==> src/rtl/core/frac_pkg.sv <==
// Shared types and constants of the fusion ring axiom checker.
package frac_pkg;

  localparam int unsigned COEFF_FIELD_W = 20;
  localparam int unsigned RANK_FIELD_W  = 6;
  localparam int unsigned IN_DATA_W     = 32;
  localparam int unsigned OUT_DATA_W    = 24;
  localparam int unsigned FAIL_W        = 5;
  localparam int unsigned SUM_W         = 48;
  localparam int unsigned COUNT_W       = 16;

  typedef enum logic [2:0] {
    ST_OK      = 3'd0,
    ST_UNIT    = 3'd1,
    ST_DUAL    = 3'd2,
    ST_MISSING = 3'd3,
    ST_INVOL   = 3'd4,
    ST_RECIP   = 3'd5,
    ST_ASSOC   = 3'd6,
    ST_COUNT   = 3'd7
  } status_e;

  typedef enum logic [22:0] {
    S_LOAD = 23'd1 << 0,
    S_CHK0 = 23'd1 << 1,
    S_CHK1 = 23'd1 << 2,
    S_CHK2 = 23'd1 << 3,
    S_UA   = 23'd1 << 4,
    S_UB   = 23'd1 << 5,
    S_UC   = 23'd1 << 6,
    S_UD   = 23'd1 << 7,
    S_MISS = 23'd1 << 8,
    S_VA   = 23'd1 << 9,
    S_VB   = 23'd1 << 10,
    S_RA   = 23'd1 << 11,
    S_RB   = 23'd1 << 12,
    S_RC   = 23'd1 << 13,
    S_RD   = 23'd1 << 14,
    S_A1   = 23'd1 << 15,
    S_A2   = 23'd1 << 16,
    S_A3   = 23'd1 << 17,
    S_A4   = 23'd1 << 18,
    S_A5   = 23'd1 << 19,
    S_A6   = 23'd1 << 20,
    S_ACMP = 23'd1 << 21,
    S_DONE = 23'd1 << 22
  } state_e;

  typedef struct packed {
    logic clear;
    logic mul;
    logic acc_left;
    logic acc_right;
  } mac_ctrl_t;

endpackage

==> src/rtl/core/frac_mac.sv <==
// Shared multiplier with the left and right product-sum accumulators.
module frac_mac
  import frac_pkg::*;
#(
  parameter int unsigned CoeffBits = 20
) (
  input  logic                 clk_i,
  input  mac_ctrl_t            ctrl_i,
  input  logic [CoeffBits-1:0] a_i,
  input  logic [CoeffBits-1:0] b_i,
  output logic                 eq_o
);

  logic [2*CoeffBits-1:0] prod_q;
  logic [SUM_W-1:0]       left_q;
  logic [SUM_W-1:0]       right_q;

  always_ff @(posedge clk_i) begin
    if (ctrl_i.mul) begin
      prod_q <= (2*CoeffBits)'(a_i) * (2*CoeffBits)'(b_i);
    end
    if (ctrl_i.clear) begin
      left_q  <= '0;
      right_q <= '0;
    end else begin
      if (ctrl_i.acc_left) begin
        left_q <= left_q + SUM_W'(prod_q);
      end
      if (ctrl_i.acc_right) begin
        right_q <= right_q + SUM_W'(prod_q);
      end
    end
  end

  assign eq_o = (left_q == right_q);

endmodule

==> config.mk <==
export PLATFORM = sky130hd
export DESIGN_NAME = frac_mac
export DESIGN_NICKNAME = d
export VERILOG_FILES = /design/src/rtl/core/frac_pkg.sv /design/src/rtl/core/frac_mac.sv
export SDC_FILE = /design/constraint.sdc
export NUM_CORES = 1
export LEC_CHECK = 0
export ABC_AREA = 1
export BUFFER_PORTS_ARGS = -buffer_cell sky130_fd_sc_hd__buf_2
export CAP_MARGIN = 5
export CORE_MARGIN = 1
export CORE_UTILIZATION = 35
export DETAILED_ROUTE_END_ITERATION = 12
export GPL_TIMING_DRIVEN = 0
export PLACE_DENSITY = 0.57
export SLEW_MARGIN = 0
export SYNTH_ARGS = -nofsm -noshare
export SYNTH_HDL_FRONTEND = slang
export SYNTH_SLANG_ARGS = --single-unit
==> constraint.sdc <==
create_clock -name clk_i -period 6.38 [get_ports clk_i]
set_input_delay 0.957 -clock clk_i [delete_from_list [all_inputs] [get_ports clk_i]]
set_output_delay 0.957 -clock clk_i [all_outputs]
set_load 0.05 [all_outputs]
==> results of run 1 <==
stage by stage:
step                utilization  setup WS, ns
floorplan                     -        0.0105
global placement          0.372         -1.23
detailed placement        0.372         -1.26
CTS                       0.382       0.00227
global route              0.385       -0.0352
finish                    0.385         0.111
path summary, 6_finish.rpt:
path                                start                       end  slack, ns  cells past startpoint
setup / recovery                   a_i[8]      prod_q[31]$_DFFE_PP_       0.11                     26
hold / removal    left_q[47]$_SDFFE_PP0P_   left_q[47]$_SDFFE_PP0P_       0.55                      2
setup reg to reg      prod_q[0]$_DFFE_PP_  right_q[28]$_SDFFE_PP0P_       3.83                     13
hold reg to reg   left_q[47]$_SDFFE_PP0P_   left_q[47]$_SDFFE_PP0P_       0.55                      2
cells by family after synthesis:
family,synth area share
AND/OR/NAND/NOR,0.279
XOR/XNOR,0.0311
buffers and inverters,0.168
flip-flops,0.116
adder cells (fa/ha/maj),0.345
AO/OA/AOI/OAI,0.0611
critical path, cell delays in order:
cell	delay, ns
clkbuf_4	0.21
nand2_1	0.10
inv_1	0.05
fa_1	0.46
fa_1	0.51
inv_1	0.05
fa_1	0.49
inv_1	0.07
fa_1	0.50
inv_1	0.05
fa_1	0.52
inv_1	0.05
fa_1	0.47
inv_1	0.05
fa_1	0.48
inv_1	0.06
ha_4	0.30
nand2_1	0.10
nor2_2	0.16
inv_1	0.09
nor3_2	0.20
nand2_1	0.09
nand2_1	0.15
nand3_1	0.09
nand2_1	0.13
xor2_1	0.07
layer usage:
metal | vias to the layer above | routed length [microns] | share of wire | track usage
met5 | - | 0 | 0 | 0
met4 | 0 | 3250 | 0.036 | 0.0813
met3 | 153 | 3680 | 0.041 | 0.0243
met2 | 553 | 43200 | 0.48 | 0.415
met1 | 11463 | 39000 | 0.44 | 0.290
li1 | 12255 | - | - | -
registers in the layout, summed over array words and instances (netlist names):
register and flops:
right_q 48, prod_q 40, left_q 48
layout by cell type (no fill, tap or decap), types with 26 or more instances in the layout:
master | synthesis | routed
clkbuf_2 | 0 | 29
nand2_1 | 1263 | 1258
nand3_1 | 142 | 139
ha_1 | 230 | 222
a21oi_1 | 182 | 171
clkbuf_1 | 105 | 38
inv_1 | 1079 | 1079
dfxtp_1 | 96 | 96
fa_1 | 322 | 322
nor2_2 | 35 | 44
nand2_2 | 21 | 26
o21ai_0 | 92 | 85
nand4_1 | 34 | 34
xor2_1 | 72 | 72
edfxtp_1 | 40 | 40
nor2_1 | 289 | 278
what timing repair did:
item / in CTS / in global routing
setup endpoints to repair: 27 / 24
setup buffers: 1 / 4
pin swaps: 2 / 9
hold buffers: 0 / 0
resized for setup: 93 / 106
cell type report:
class                      count  area [sq um]
tap                         1030          1290
inverter                    1095          4110
timing repair buffer           9          57.6
clock buffer                  21           460
fill                        8368         46800
multi-input combinational   2805         19600
sequential                   136          3120
clock inverter                10           118
buffer                       112           609
==> run metrics, run 1 <==
largest net degree at the start of global routing 41; initial antenna violation count 0; WP data required approximately 6.6 ns; vias per cell about 4.7; final hold vios 0; Starting Density 0.355; synthesized area 27000 sq um; Antenna diodes 0; layout cells sized above 1 0.0616; Wirelength per Cell 17.1 microns; # Max-Cap Violations 0; Pins Over Slew Limit 0; crit-path max FO 10; Vias about 24000; Post-synth ARST share 0; Synth Instances ~4100; vias in the first global route approximately 25000; min Tclk post-route approximately 6.3 ns; CTS root buf clkbuf_16; chip height 280 microns; DRC 0; CTS tree yes; final-report setup violation count 0; Die ar. 78300 sq um; Post-synth EDFFs 40; critical path type primary input to flop; clock tree sinks ~140; Die X 280 microns; dominant synthesized flop cell dfxtp_1; most frequent cell after synthesis nand2_1; clock transition at the registers of the reported paths roughly 0.06 ns; final setup TNS 0 ns; core box area roughly 76000 sq um; gpl congestion between 0.9 and 1; Ports 46; aggregate global routing overflow 0; PortBufs 4; Worst Tran Pin Value ~0.91 ns; FMAX ~0.16 GHz; Yosys top cell by area fa_1; Num CTS Buffers 17; crit path DAT 6.46 ns; total track usage 0.233; Post-Place Cells about 5200; FP Rows between 100 and 150; CTS Buffer Depth 2; Cell Count, Final, Fillers Out 5218; Post-DP Area around 28000 sq um; max_slew headroom 0.395; first-pass GRT wire length roughly 140 mm; Synth top area share 0.239; WHS 0.551 ns; crit end category flop; CP Launch Type primary input; Yosys cell types 40; Synthesized Nets around 4700; Finished Cell Area around 30000 sq um; hpwl dp around 77 mm; Yosys reg bits 136; syn_area_per_cell between 6 and 7 sq um; overall routed net length ~90 mm; status finished, final reports clean; Worst-Skew Late Latency roughly 0.45 ns; Final #Nets about 4800; Layout Skew 0.00811 ns; drt first-iter violations around 1500; fin crit share 0.983; Syn. warnings 0; Seq/Total Area, Yosys 0.116; top post-synthesis cells by count nand2_1, inv_1, fa_1; antenna-violating nets left 0; ranking of synthesized cells by area fa_1, nand2_1, inv_1; First-pass DRT Iterations 7; H-tree depth 4; Area growth syn-to-layout 8.64%; Hold WC Path Type flop to flop
Power of run 1 is not shown: default switching activity piles up to over one toggle a cycle in this logic, so the estimate is an artifact.
==> run 2, diff against run 1 <==
==> constraint.sdc (replaced) <==
create_clock -name clk_i -period 6.38 [get_ports clk_i]
set_input_delay 0.319 -clock clk_i [delete_from_list [all_inputs] [get_ports clk_i]]
set_output_delay 0.319 -clock clk_i [all_outputs]
set_load 0.05 [all_outputs]
==> run metrics, run 2 (synthesized netlist as in run 1, its figures left out) <==
status finished, final reports clean; min Tclk post-route 6.18 ns (-0.0924 ns); Layout Skew 0.00812 ns (+0.0000130 ns); initial antenna violation count 0 (unchanged); aggregate global routing overflow 0 (unchanged); clock transition at the registers of the reported paths 0.06 ns (about the same); Critical R2R Launch prod_q[0]$_DFFE_PP_; WP data required 6.57 ns (about the same); critical path type primary input to flop; crit end category flop; Die ar. 78300 sq um (unchanged); final-report setup violation count 0 (unchanged); final hold vios 0 (unchanged); drt first-iter violations 1431 (-4.0%); crit path DAT 6.37 ns (-0.09 ns); FP Rows 101 (unchanged); vias in the first global route 24840 (-0.37%); slowest stage delay, CP 0.65 ns (+0.13 ns); # Max-Cap Violations 0 (unchanged); Worst Tran Pin Value 0.970 ns (+0.0626 ns); most frequent CP cell fa_1; PortBufs 4 (unchanged); Pins Over Slew Limit 0 (unchanged); First-pass DRT Iterations 5 (-2); vias per cell 4.68 (about the same); FMAX 0.162 GHz (+1.5%); max_slew headroom 0.353 (-0.0418); CTS root buf clkbuf_16; Final #Nets 4768 (-0.10%); RSZ-0062 raised after global routing false; final worst slack 0.204 ns (+0.0924 ns); gpl congestion 0.957 (unchanged); clock tree sinks 136 (unchanged); crit path from a_i[17]; Worst Hold Depth 3 (+1); CP max stage cell clkbuf_1; layout cells sized above 1 0.0423 (-0.0193); chip height 280 microns (unchanged); total track usage 0.233 (about the same); Starting Density 0.355 (unchanged); largest net degree at the start of global routing 41 (unchanged); reg2reg end right_q[28]$_SDFFE_PP0P_; Vias 24379 (-0.18%); overall routed net length 88.6 mm (-0.49%); DRC 0 (unchanged); fin crit share 0.968 (-0.0145); hpwl dp 76.8 mm (unchanged); CP Cell Sequence clkbuf_1, nand2_1, inv_1, fa_1, inv_1, fa_1, fa_1, inv_1, fa_1, inv_1, fa_1, fa_1, fa_1, inv_1, ha_1, nand2_1, nor2_1, inv_1, nor2_1, nand3_1, nand3b_1, nand4_1, nand2_1; CP Launch Type primary input; fill count 8422 (+0.65%); core box area 76200 sq um (unchanged); antenna-violating nets left 0 (unchanged); Wirelength per Cell 17.0 microns (-0.40%); R2R setup slack 3.83 ns (about the same); Area growth syn-to-layout 7.16%; CTS tree yes; Die X 280 microns (unchanged); DP Worst Slack -0.617 ns (+0.638 ns); commonest non-fill, non-tap cell in the layout nand2_1; Antenna diodes 0 (unchanged); Ports 46 (unchanged); Num CTS Buffers 17 (unchanged); Worst Reg-to-Reg Cells 13 (unchanged); most frequent cells in the layout nand2_1, inv_1, fa_1; Hold WC Path Type primary input to flop; Worst-Skew Late Latency 0.45 ns (about the same); biggest regs left_q: 48 flops, right_q: 48 flops, prod_q: 40 flops; H-tree depth 4 (unchanged); first-pass GRT wire length 139 mm (about the same); crit-path max FO 10 (unchanged); CTS Buffer Depth 2 (unchanged); crit path to prod_q[38]$_DFFE_PP_
## run 2: changes by cell type in the layout (fill, tap and decap cells not counted), sizes merged
| cell | change |
|---|---|
| buf | -22 |
| clkbuf | +17 |
## run 2: per-stage QoR
stage	utilization	instance area, sq um	setup TNS (ns)	hold slack, ns	std cells
floorplan	-	27000	0	0.431	4148
global placement	0.372	28300	-5.80	0.527	5182
detailed placement	0.372	28300	-6.80	0.539	5182
CTS	0.379	28900	0	0.457	5213
global route	0.380	29000	0	0.522	5213
finish	0.380	29000	0	0.456	5213
## run 2: worst min path at each step
stage,from,slack [ns],endpoint
after floorplan,ctrl_i[2],0.43,prod_q[0]$_DFFE_PP_
after global placement,right_q[47]$_SDFFE_PP0P_,0.53,right_q[47]$_SDFFE_PP0P_
after detailed placement,left_q[47]$_SDFFE_PP0P_,0.54,left_q[47]$_SDFFE_PP0P_
after CTS,b_i[0],0.46,prod_q[0]$_DFFE_PP_
after global routing,b_i[0],0.52,prod_q[0]$_DFFE_PP_
final,b_i[0],0.46,prod_q[0]$_DFFE_PP_
## run 2: worst max-delay path, delay by kind of cell
family	cells	cell delay [ns]
adder cells (fa/ha/maj)	8	3.64
buffers and inverters	7	1.11
AND/OR/NAND/NOR	8	1.28
## run 2: cell type report
| class | instances | area (sq um) | area share |
|---|---|---|---|
| Buffer | 112 | 477 | 0.0165 |
| Clock buffer | 21 | 460 | 0.0159 |
| Clock inverter | 10 | 118 | 0.00406 |
| Inverter | 1095 | 4110 | 0.142 |
| Multi-Input combinational cell | 2805 | 19400 | 0.669 |
| Sequential cell | 136 | 3120 | 0.108 |
| Tap cell | 1030 | 1290 | 0.0445 |
| Timing Repair Buffer | 4 | 20.0 | 0.000691 |
## run 2: timing repair
item | 4_1_cts | 5_1_grt
hold buffers | 0 | 0
resized for setup | 6 | 70
setup buffers | 0 | 0
endpoints found under the setup margin | 1 | 9
## run 2: routing by layer
layer	vias to the layer above	GRT usage	wire, microns
li1	12248	-	-
met1	11416	0.290	38800
met2	568	0.415	43000
met3	147	0.0248	3810
met4	0	0.0789	3080
met5	-	0	0
Power of run 2 is left out for the same reason.
